--- src/rtl/core/ece_pkg.sv ---
`timescale 1ns / 1ps
// Shared types and constants for the enclosing circle extend core.
// No dependencies; used by ece_mul, ece_iter and enclosing_circle_extend_core.
package ece_pkg;

    localparam int CoordW = 32;           // signed Q16.16 coordinate
    localparam int RadW   = 31;           // unsigned Q15.16 radius
    localparam int MagW   = 33;           // magnitude of a 33 bit difference
    localparam int ProdW  = 2 * MagW;     // full product / squared distance
    localparam int RemW   = 37;           // partial remainder of the restoring unit
    localparam int CntW   = 6;

    localparam logic [CntW-1:0] SqrtSteps = 6'd33;
    localparam logic [CntW-1:0] DivSteps  = 6'd32;

    // Configuration register indexes
    localparam logic [1:0] CfgCenterX = 2'd0;
    localparam logic [1:0] CfgCenterY = 2'd1;
    localparam logic [1:0] CfgRadius  = 2'd2;

    typedef enum logic [3:0] {
        ST_IDLE,
        ST_DIFF,
        ST_MXX,
        ST_MYY,
        ST_MRR,
        ST_CMP,
        ST_SQRT,
        ST_MHX,
        ST_DXS,
        ST_DXW,
        ST_DYS,
        ST_DYW,
        ST_UPD,
        ST_OUT
    } t_state;

    // Request to the shared square root / divide unit
    typedef struct packed {
        logic             start;
        logic             sqrt_mode;
        logic [ProdW-1:0] operand;
        logic [MagW-1:0]  divisor;
    } t_iter_req;

    typedef struct packed {
        logic            done;
        logic [MagW-1:0] result;
    } t_iter_rsp;

endpackage

--- src/rtl/core/ece_mul.sv ---
`timescale 1ns / 1ps
// Registered 33 x 33 bit unsigned multiplier, product held while not enabled.
// Depends on ece_pkg for widths.
module ece_mul (
    input  logic                      i_clk,
    input  logic                      i_en,
    input  logic [ece_pkg::MagW-1:0]  i_a,
    input  logic [ece_pkg::MagW-1:0]  i_b,
    output logic [ece_pkg::ProdW-1:0] o_prod
);

    logic [ece_pkg::ProdW-1:0] r_prod;
    logic [ece_pkg::ProdW-1:0] n_prod;

    assign n_prod = i_a * i_b;

    always_ff @(posedge i_clk) begin
        if (i_en) begin
            r_prod <= n_prod;
        end
    end

    assign o_prod = r_prod;

endmodule

--- src/rtl/core/ece_iter.sv ---
`timescale 1ns / 1ps
// Shared restoring unit: bit-pair integer square root or long division,
// one result bit per cycle through a single compare-and-subtract. Depends on ece_pkg.
module ece_iter (
    input  logic               i_clk,
    input  logic               i_rst_n,
    input  ece_pkg::t_iter_req i_req,
    output ece_pkg::t_iter_rsp o_rsp
);

    logic                        r_busy;
    logic                        r_done;
    logic [ece_pkg::CntW-1:0]    r_cnt;
    logic                        r_sqrt;
    logic [ece_pkg::RemW-1:0]    r_rem;
    logic [ece_pkg::ProdW-1:0]   r_src;
    logic [ece_pkg::MagW-1:0]    r_q;
    logic [ece_pkg::MagW-1:0]    r_div;

    logic [ece_pkg::RemW-1:0]    sh_a;
    logic [ece_pkg::RemW-1:0]    sh_b;
    logic [ece_pkg::RemW-1:0]    diff;
    logic                        ge;
    logic [ece_pkg::RemW-1:0]    n_rem;
    logic [ece_pkg::ProdW-1:0]   n_src;
    logic [ece_pkg::MagW-1:0]    n_q;

    // Square root: shift in two radicand bits, trial is 4*root + 1.
    // Divide: shift in one dividend bit, trial is the divisor.
    always_comb begin
        if (r_sqrt) begin
            sh_a  = {r_rem[ece_pkg::RemW-3:0], r_src[ece_pkg::ProdW-1 -: 2]};
            sh_b  = {2'b00, r_q, 2'b01};
            n_src = {r_src[ece_pkg::ProdW-3:0], 2'b00};
        end else begin
            sh_a  = {r_rem[ece_pkg::RemW-2:0], r_src[ece_pkg::ProdW-1]};
            sh_b  = {4'b0000, r_div};
            n_src = {r_src[ece_pkg::ProdW-2:0], 1'b0};
        end
        diff  = sh_a - sh_b;
        ge    = (sh_a >= sh_b);
        n_rem = ge ? diff : sh_a;
        n_q   = {r_q[ece_pkg::MagW-2:0], ge};
    end

    always_ff @(posedge i_clk) begin
        if (!i_rst_n) begin
            r_busy <= 1'b0;
            r_done <= 1'b0;
            r_cnt  <= '0;
        end else begin
            r_done <= 1'b0;
            if (i_req.start) begin
                r_busy <= 1'b1;
                r_cnt  <= i_req.sqrt_mode ? ece_pkg::SqrtSteps : ece_pkg::DivSteps;
            end else if (r_busy) begin
                r_cnt <= r_cnt - 1'b1;
                if (r_cnt == 6'd1) begin
                    r_busy <= 1'b0;
                    r_done <= 1'b1;
                end
            end
        end
    end

    always_ff @(posedge i_clk) begin
        if (i_req.start) begin
            r_sqrt <= i_req.sqrt_mode;
            r_q    <= '0;
            r_div  <= i_req.divisor;
            if (i_req.sqrt_mode) begin
                r_rem <= '0;
                r_src <= i_req.operand;
            end else begin
                // Quotient fits 32 bits, so the top 34 dividend bits start below the divisor
                r_rem <= {3'b000, i_req.operand[ece_pkg::ProdW-1:32]};
                r_src <= {i_req.operand[31:0], 34'd0};
            end
        end else if (r_busy) begin
            r_rem <= n_rem;
            r_src <= n_src;
            r_q   <= n_q;
        end
    end

    assign o_rsp.done   = r_done;
    assign o_rsp.result = r_q;

endmodule

--- src/rtl/core/enclosing_circle_extend_core.sv ---
`timescale 1ns / 1ps
// Top level of the running bounding circle core.
// Depends on ece_pkg, ece_mul and ece_iter.
//
// The core holds a circle (center x/y signed Q16.16, radius unsigned Q15.16) and takes
// one point per input transfer. A point strictly inside leaves the circle as is; any
// other point moves the center toward it by h = floor((d - r) / 2) along the unit
// direction and grows the radius by h, with centers saturating to 32 bits and the radius
// to 31 bits. The restart flag in tuser first reloads the circle from the three
// configuration registers. Each result transfer carries the circle after the point and
// a grew flag. One point is processed at a time. The shared restoring unit forms the
// square root of the squared distance and the two divisions by the distance; a single
// registered 33 x 33 multiplier forms the three squares and the two numerators. The user
// must write configuration only while no point is in flight; the core itself does not
// enforce this.
module enclosing_circle_extend_core (
    input  logic        i_clk,
    input  logic        i_rst_n,
    // configuration write port
    input  logic        i_cfg_wr_en,
    input  logic [1:0]  i_cfg_index,
    input  logic [31:0] i_cfg_data,
    // point stream
    input  logic        s_axis_tvalid,
    output logic        s_axis_tready,
    input  logic [63:0] s_axis_tdata,   // [31:0] point_x, [63:32] point_y
    input  logic        s_axis_tuser,   // [0] restart
    // circle stream
    output logic        m_axis_tvalid,
    input  logic        m_axis_tready,
    output logic [95:0] m_axis_tdata,   // [31:0] out_center_x, [63:32] out_center_y,
                                        // [94:64] out_radius, [95] zero
    output logic        m_axis_tuser    // [0] grew
);

    ece_pkg::t_state r_state;
    ece_pkg::t_state n_state;

    // configuration registers
    logic [ece_pkg::CoordW-1:0] r_cfg_cx;
    logic [ece_pkg::CoordW-1:0] r_cfg_cy;
    logic [ece_pkg::RadW-1:0]   r_cfg_r;

    // circle state, also the result payload
    logic [ece_pkg::CoordW-1:0] r_cx;
    logic [ece_pkg::CoordW-1:0] r_cy;
    logic [ece_pkg::RadW-1:0]   r_r;
    logic                       r_grew;

    // per point working registers
    logic [ece_pkg::CoordW-1:0] r_px;
    logic [ece_pkg::CoordW-1:0] r_py;
    logic [ece_pkg::MagW-1:0]   r_ax;
    logic [ece_pkg::MagW-1:0]   r_ay;
    logic                       r_negx;
    logic                       r_negy;
    logic [ece_pkg::ProdW-1:0]  r_s;
    logic [ece_pkg::MagW-1:0]   r_d;
    logic [ece_pkg::MagW-1:0]   r_h;
    logic [31:0]                r_qx;
    logic [31:0]                r_qy;

    logic                       mul_en;
    logic [ece_pkg::MagW-1:0]   mul_a;
    logic [ece_pkg::MagW-1:0]   mul_b;
    logic [ece_pkg::ProdW-1:0]  mul_prod;
    ece_pkg::t_iter_req         iter_req;
    ece_pkg::t_iter_rsp         iter_rsp;

    logic                       in_xfer;
    logic [ece_pkg::MagW-1:0]   dx;
    logic [ece_pkg::MagW-1:0]   dy;
    logic [ece_pkg::MagW-1:0]   h_val;
    logic                       pt_inside;
    logic [ece_pkg::RadW+2:0]   r_sum;

    assign in_xfer = s_axis_tvalid && s_axis_tready;

    // Differences in 33 bits, then magnitudes; -(-2^32) is 2^32 unsigned in 33 bits
    assign dx = {r_px[31], r_px} - {r_cx[31], r_cx};
    assign dy = {r_py[31], r_py} - {r_cy[31], r_cy};

    // Strictly inside when the squared distance is below the squared radius
    assign pt_inside = (r_s < mul_prod);

    // d >= r is guaranteed once the point is not inside; d == 0 forces h == 0
    assign h_val = (iter_rsp.result - {2'b00, r_r}) >> 1;

    assign r_sum = {3'b000, r_r} + {1'b0, r_h};

    // Move a coordinate by the truncated step with the direction sign, saturating
    function automatic logic [31:0] move_coord(input logic [31:0] c, input logic neg,
                                               input logic [31:0] q);
        logic [33:0] sum;
        logic [31:0] res;
        sum = neg ? ({{2{c[31]}}, c} - {2'b00, q}) : ({{2{c[31]}}, c} + {2'b00, q});
        if (sum[33:31] == 3'b000 || sum[33:31] == 3'b111) begin
            res = sum[31:0];
        end else if (sum[33]) begin
            res = 32'h8000_0000;
        end else begin
            res = 32'h7FFF_FFFF;
        end
        return res;
    endfunction

    ece_mul u_mul (
        .i_clk  (i_clk),
        .i_en   (mul_en),
        .i_a    (mul_a),
        .i_b    (mul_b),
        .o_prod (mul_prod)
    );

    ece_iter u_iter (
        .i_clk   (i_clk),
        .i_rst_n (i_rst_n),
        .i_req   (iter_req),
        .o_rsp   (iter_rsp)
    );

    // Sequencer next state
    always_comb begin
        n_state = r_state;
        unique case (r_state)
            ece_pkg::ST_IDLE: begin
                if (s_axis_tvalid) begin
                    n_state = ece_pkg::ST_DIFF;
                end
            end
            ece_pkg::ST_DIFF: n_state = ece_pkg::ST_MXX;
            ece_pkg::ST_MXX:  n_state = ece_pkg::ST_MYY;
            ece_pkg::ST_MYY:  n_state = ece_pkg::ST_MRR;
            ece_pkg::ST_MRR:  n_state = ece_pkg::ST_CMP;
            ece_pkg::ST_CMP:  n_state = pt_inside ? ece_pkg::ST_OUT : ece_pkg::ST_SQRT;
            ece_pkg::ST_SQRT: begin
                if (iter_rsp.done) begin
                    n_state = (h_val == '0) ? ece_pkg::ST_OUT : ece_pkg::ST_MHX;
                end
            end
            ece_pkg::ST_MHX:  n_state = ece_pkg::ST_DXS;
            ece_pkg::ST_DXS:  n_state = ece_pkg::ST_DXW;
            ece_pkg::ST_DXW: begin
                if (iter_rsp.done) begin
                    n_state = ece_pkg::ST_DYS;
                end
            end
            ece_pkg::ST_DYS:  n_state = ece_pkg::ST_DYW;
            ece_pkg::ST_DYW: begin
                if (iter_rsp.done) begin
                    n_state = ece_pkg::ST_UPD;
                end
            end
            ece_pkg::ST_UPD:  n_state = ece_pkg::ST_OUT;
            ece_pkg::ST_OUT: begin
                if (m_axis_tready) begin
                    n_state = ece_pkg::ST_IDLE;
                end
            end
            default:          n_state = ece_pkg::ST_IDLE;
        endcase
    end

    // Sequencer outputs: handshake, multiplier operands, unit requests
    always_comb begin
        s_axis_tready      = 1'b0;
        m_axis_tvalid      = 1'b0;
        mul_en             = 1'b0;
        mul_a              = r_ax;
        mul_b              = r_ax;
        iter_req.start     = 1'b0;
        iter_req.sqrt_mode = 1'b0;
        iter_req.operand   = mul_prod;
        iter_req.divisor   = r_d;
        unique case (r_state)
            ece_pkg::ST_IDLE: s_axis_tready = 1'b1;
            ece_pkg::ST_MXX: begin
                mul_en = 1'b1;
            end
            ece_pkg::ST_MYY: begin
                mul_en = 1'b1;
                mul_a  = r_ay;
                mul_b  = r_ay;
            end
            ece_pkg::ST_MRR: begin
                mul_en = 1'b1;
                mul_a  = {2'b00, r_r};
                mul_b  = {2'b00, r_r};
            end
            ece_pkg::ST_CMP: begin
                // squared distance into the unit while the radius square is compared
                iter_req.start     = !pt_inside;
                iter_req.sqrt_mode = 1'b1;
                iter_req.operand   = r_s;
            end
            ece_pkg::ST_MHX: begin
                mul_en = 1'b1;
                mul_b  = r_h;
            end
            ece_pkg::ST_DXS: begin
                iter_req.start = 1'b1;
                mul_en         = 1'b1;
                mul_a          = r_ay;
                mul_b          = r_h;
            end
            ece_pkg::ST_DYS: iter_req.start = 1'b1;
            ece_pkg::ST_OUT: m_axis_tvalid  = 1'b1;
            default: begin
            end
        endcase
    end

    // Control and circle state
    always_ff @(posedge i_clk) begin
        if (!i_rst_n) begin
            r_state  <= ece_pkg::ST_IDLE;
            r_cfg_cx <= '0;
            r_cfg_cy <= '0;
            r_cfg_r  <= '0;
            r_cx     <= '0;
            r_cy     <= '0;
            r_r      <= '0;
            r_grew   <= 1'b0;
        end else begin
            r_state <= n_state;
            if (i_cfg_wr_en) begin
                unique case (i_cfg_index)
                    ece_pkg::CfgCenterX: r_cfg_cx <= i_cfg_data;
                    ece_pkg::CfgCenterY: r_cfg_cy <= i_cfg_data;
                    ece_pkg::CfgRadius:  r_cfg_r  <= i_cfg_data[ece_pkg::RadW-1:0];
                    default: begin
                        // drop writes beyond the register list
                    end
                endcase
            end
            if (in_xfer) begin
                r_grew <= 1'b0;
                if (s_axis_tuser) begin
                    r_cx <= r_cfg_cx;
                    r_cy <= r_cfg_cy;
                    r_r  <= r_cfg_r;
                end
            end
            if (r_state == ece_pkg::ST_UPD) begin
                r_cx   <= move_coord(r_cx, r_negx, r_qx);
                r_cy   <= move_coord(r_cy, r_negy, r_qy);
                r_r    <= (r_sum[ece_pkg::RadW+2:ece_pkg::RadW] != 3'b000) ?
                          {ece_pkg::RadW{1'b1}} : r_sum[ece_pkg::RadW-1:0];
                r_grew <= 1'b1;
            end
        end
    end

    // Working registers
    always_ff @(posedge i_clk) begin
        if (in_xfer) begin
            r_px <= s_axis_tdata[31:0];
            r_py <= s_axis_tdata[63:32];
        end
        unique case (r_state)
            ece_pkg::ST_DIFF: begin
                r_negx <= dx[ece_pkg::MagW-1];
                r_negy <= dy[ece_pkg::MagW-1];
                r_ax   <= dx[ece_pkg::MagW-1] ? (~dx + 1'b1) : dx;
                r_ay   <= dy[ece_pkg::MagW-1] ? (~dy + 1'b1) : dy;
            end
            ece_pkg::ST_MYY: r_s <= mul_prod;
            ece_pkg::ST_MRR: r_s <= r_s + mul_prod;
            ece_pkg::ST_SQRT: begin
                if (iter_rsp.done) begin
                    r_d <= iter_rsp.result;
                    r_h <= h_val;
                end
            end
            ece_pkg::ST_DXW: begin
                if (iter_rsp.done) begin
                    r_qx <= iter_rsp.result[31:0];
                end
            end
            ece_pkg::ST_DYW: begin
                if (iter_rsp.done) begin
                    r_qy <= iter_rsp.result[31:0];
                end
            end
            default: begin
            end
        endcase
    end

    assign m_axis_tdata = {1'b0, r_r, r_cy, r_cx};
    assign m_axis_tuser = r_grew;

endmodule
--- config.mk ---
export PLATFORM = sky130hd
export DESIGN_NAME = enclosing_circle_extend_core
export DESIGN_NICKNAME = d
export VERILOG_FILES = /design/src/rtl/core/ece_pkg.sv /design/src/rtl/core/ece_mul.sv /design/src/rtl/core/ece_iter.sv /design/src/rtl/core/enclosing_circle_extend_core.sv
export SDC_FILE = /design/constraint.sdc
export NUM_CORES = 2
export LEC_CHECK = 0
export CAP_MARGIN = 10
export CORE_AREA = 4 4 475 477
export CTS_BUF_LIST = sky130_fd_sc_hd__clkbuf_4 sky130_fd_sc_hd__clkbuf_8
export CTS_CLUSTER_SIZE = 14
export DETAILED_ROUTE_END_ITERATION = 6
export DIE_AREA = 0 0 479 481
export DONT_BUFFER_PORTS = 1
export PLACE_DENSITY = 0.6
export REMOVE_ABC_BUFFERS = 1
export SETUP_SLACK_MARGIN = 0.5
export SLEW_MARGIN = 20
export SYNTH_ARGS = -nofsm -noshare
export SYNTH_HDL_FRONTEND = slang
export SYNTH_HIERARCHICAL = 1
export SYNTH_SLANG_ARGS = --single-unit
--- constraint.sdc ---
create_clock -name i_clk -period 10.3 [get_ports i_clk]
set_clock_uncertainty 0.15 [all_clocks]
set_input_delay 0.515 -clock i_clk [delete_from_list [all_inputs] [get_ports i_clk]]
set_output_delay 0.515 -clock i_clk [all_outputs]
set_load 0.02 [all_outputs]
==> impl_metrics.toml <==
[outcome]
outcome = "completed"

[min_path]
hp-class = "input port to register"
hold_path_depth = 1
hp-start = "s_axis_tdata[1]"
whs_endpoint = "r_px[1]"

[global_route]
use_met1 = 0.324
gr-usage-met2 = 0.419
use_met3 = 0.0454
antenna_found_initial = 38
busiest_layer = "met2"
grt_max_degree = 204
grt_pass1_vias = 72849
grt_usage = 0.256
grt_pass1_wl_um = 450000
grt-ovfl-total = 0

[placed_design]
gp_routability_congestion = 0.982
dp.cells = 12585
dp_hpwl_um = 236000
port_buffers = 0

[drt]
drtIter0Drc = 6220
drc = 0
post_drt_wl_per_cell_um = 23.2
routed_wl_um = 301000
final_antenna_net_count = 0
viasPerCell = 5.54
dr.pass1.iters = 6
vias = 72008

[cts]
clock_latency_ps = 910
cts_buffer_depth = 3
cts_made_buffers = 135
root_buffer = "clkbuf_8"
clock_sinks = 765
htreeDepth = 4
clk_pin_slew_ps = 60
cts_tree = "yes"

[worst_setup_path]
timing.rr.start = "r_state[0]"
worst_path_most_repeated_cell = "fa_1"
critPathMaxFanout = 33
r2r_cells = 30
worstReg2RegEnd = "u_mul/o_prod[60]"
worst_ep_arrival_time_ps = 10050
crit_cells = 30
crit_required_ps = 10750
cp_num_buf_inv = 7
crit_type = "register to register"
cpMaxStageDelayCell = "fa_1"
critical_path.max_stage_delay_ps = 550
crit_path_start_kind = "register"
cp-end-kind = "register"
critPathTopFamily = "adder cells"
r2r_slack_ps = 700

[synthesis]
synth.distinct_cells = 111
ys_async_sr_fraction = 0
synth.yosys.seq_area_share = 0.234
synth_edf_count = 529
synthesis.area_um2 = 88100
ys_seq_elements = 765
synth.avg_cell_area_um2 = 8.88
dominantRegCellSynth = "edfxtp_1"
yosysWarnings = 6
syn_inst = 9930

[die]
core-area_um2 = 221000
die_w_um = 479
die_y_um = 481
io_pins = 203
die_area_um2 = 230000
rows = 173
initial_core_util = 0.398

[layout]
final_cells = 12989
final_common_cell = "inv_1"
drive_gt1_frac = 0.0615
nNetsFinal = 11585
nFillCells = 21607
layout_common_cells = "inv_1, nand2_1, fa_1, ha_1, and2_1"
area_delta_synth_final_pct = 9.42

[timing]
hold_violations = 0
drv_slew = 0
finalWorstPathRequiredPeriod_ps = 9600
period_share = 0.932
rsz0062_at_grt = "true"
tightest_slew_ps = 1280
setup_viol = 0
max_freq_mhz = 104
maxSlewHeadroom = 0.140

[flow_run]
drv_cap = 0
## sequential cells by signal, indices dropped and copies added, names as in the netlist, 33 cells and up
signal,flops
r_d,33
u_mul/o_prod,66
u_iter/r_src,66
u_iter/r_div,33
u_iter/r_q,33
r_ay,33
r_s,66
u_iter/r_rem,36
r_ax,33
## Yosys cell counts (51+ instances only)
| library cell | n | share of area |
|---|---|---|
| a211oi_1 | 82 | 0.0070 |
| o21ai_0 | 455 | 0.026 |
| o21bai_1 | 66 | 0.0056 |
| a21o_1 | 173 | 0.015 |
| nor2b_1 | 90 | 0.0064 |
| nand4_1 | 72 | 0.0051 |
| inv_1 | 1423 | 0.061 |
| clkbuf_1 | 450 | 0.019 |
| nand2_1 | 1354 | 0.058 |
| nor2_1 | 411 | 0.018 |
| nor3_1 | 95 | 0.0054 |
| o211ai_1 | 87 | 0.0074 |
| mux2i_1 | 163 | 0.019 |
| a21oi_1 | 568 | 0.032 |
| a31oi_1 | 69 | 0.0049 |
| and2_1 | 605 | 0.043 |
| xnor2_1 | 317 | 0.032 |
| and3_1 | 51 | 0.0036 |
| dfxtp_1 | 236 | 0.054 |
| o21a_1 | 52 | 0.0044 |
| fa_1 | 966 | 0.22 |
| a21boi_0 | 109 | 0.0093 |
| nand3_1 | 91 | 0.0052 |
| ha_1 | 628 | 0.089 |
| xor2_1 | 117 | 0.012 |
| edfxtp_1 | 529 | 0.18 |
## timing repair
item / in CTS / in global routing
hold buffers: 133 / 0
resized for setup: 8 / 56
endpoints found under the hold margin: 254 / 0
pin swaps: 1 / 4
setup buffers: 2 / 2
setup endpoints to repair: 22 / 34
cloned: 0 / 3
## per-layer routing
| layer | vias up | routed length [um] |
|---|---|---|
| met5 | - | 66 |
| met1 | 35925 | 122000 |
| met2 | 2674 | 140000 |
| met4 | 12 | 18700 |
| li1 | 32801 | - |
| met3 | 596 | 21600 |
## kinds of logic (layout without fill, tap and decap cells)
logic type | Yosys count | in the layout | synth area share
adder cells (fa/ha/maj) | 1594 | 1594 | 0.309
XOR/XNOR | 434 | 434 | 0.0431
AO/OA/AOI/OAI | 2005 | 2007 | 0.145
flip-flops | 765 | 765 | 0.234
buffers and inverters | 1936 | 1997 | 0.0833
multiplexers | 201 | 201 | 0.0234
AND/OR/NAND/NOR | 2994 | 2995 | 0.162
other | 1 | 21 | 0.0000425
## how the worst max path moves through the flow
stage | from | to
floorplan | r_s[32] | u_iter/r_rem[0]
global placement | r_state[1] | u_mul/o_prod[62]
detailed placement | r_state[1] | u_mul/o_prod[63]
CTS | r_state[3] | u_mul/o_prod[63]
global route | r_state[0] | u_mul/o_prod[65]
finish | r_state[0] | u_mul/o_prod[60]
## final cells by class
cell class	count	area, um^2	share of cell area
clock buffer	192	2340	0.0243
inverter	1424	5350	0.0554
tap	2975	3720	0.0386
multi-input combinational	7232	60600	0.628
clock inverter	52	492	0.00510
antenna	20	50.0	0.000519
timing repair buffer	329	3290	0.0341
sequential	765	20600	0.214
## metrics by stage
stage	hold slack, ps	setup slack [ps]	instance area (um^2)	util	TNS (ps)
after CTS	0.296	527	96100	0.434	0
after global placement	251	184	91900	0.415	0
after detailed placement	255	152	91900	0.415	0
after global routing	31.5	435	96400	0.435	0
final	89.1	696	96400	0.436	0
after floorplan	250	-11170	86100	-	-2273270
Power is left out: the tool's default activity adds up to more than one toggle a clock period on the data nets, which glitch-free logic cannot reach.
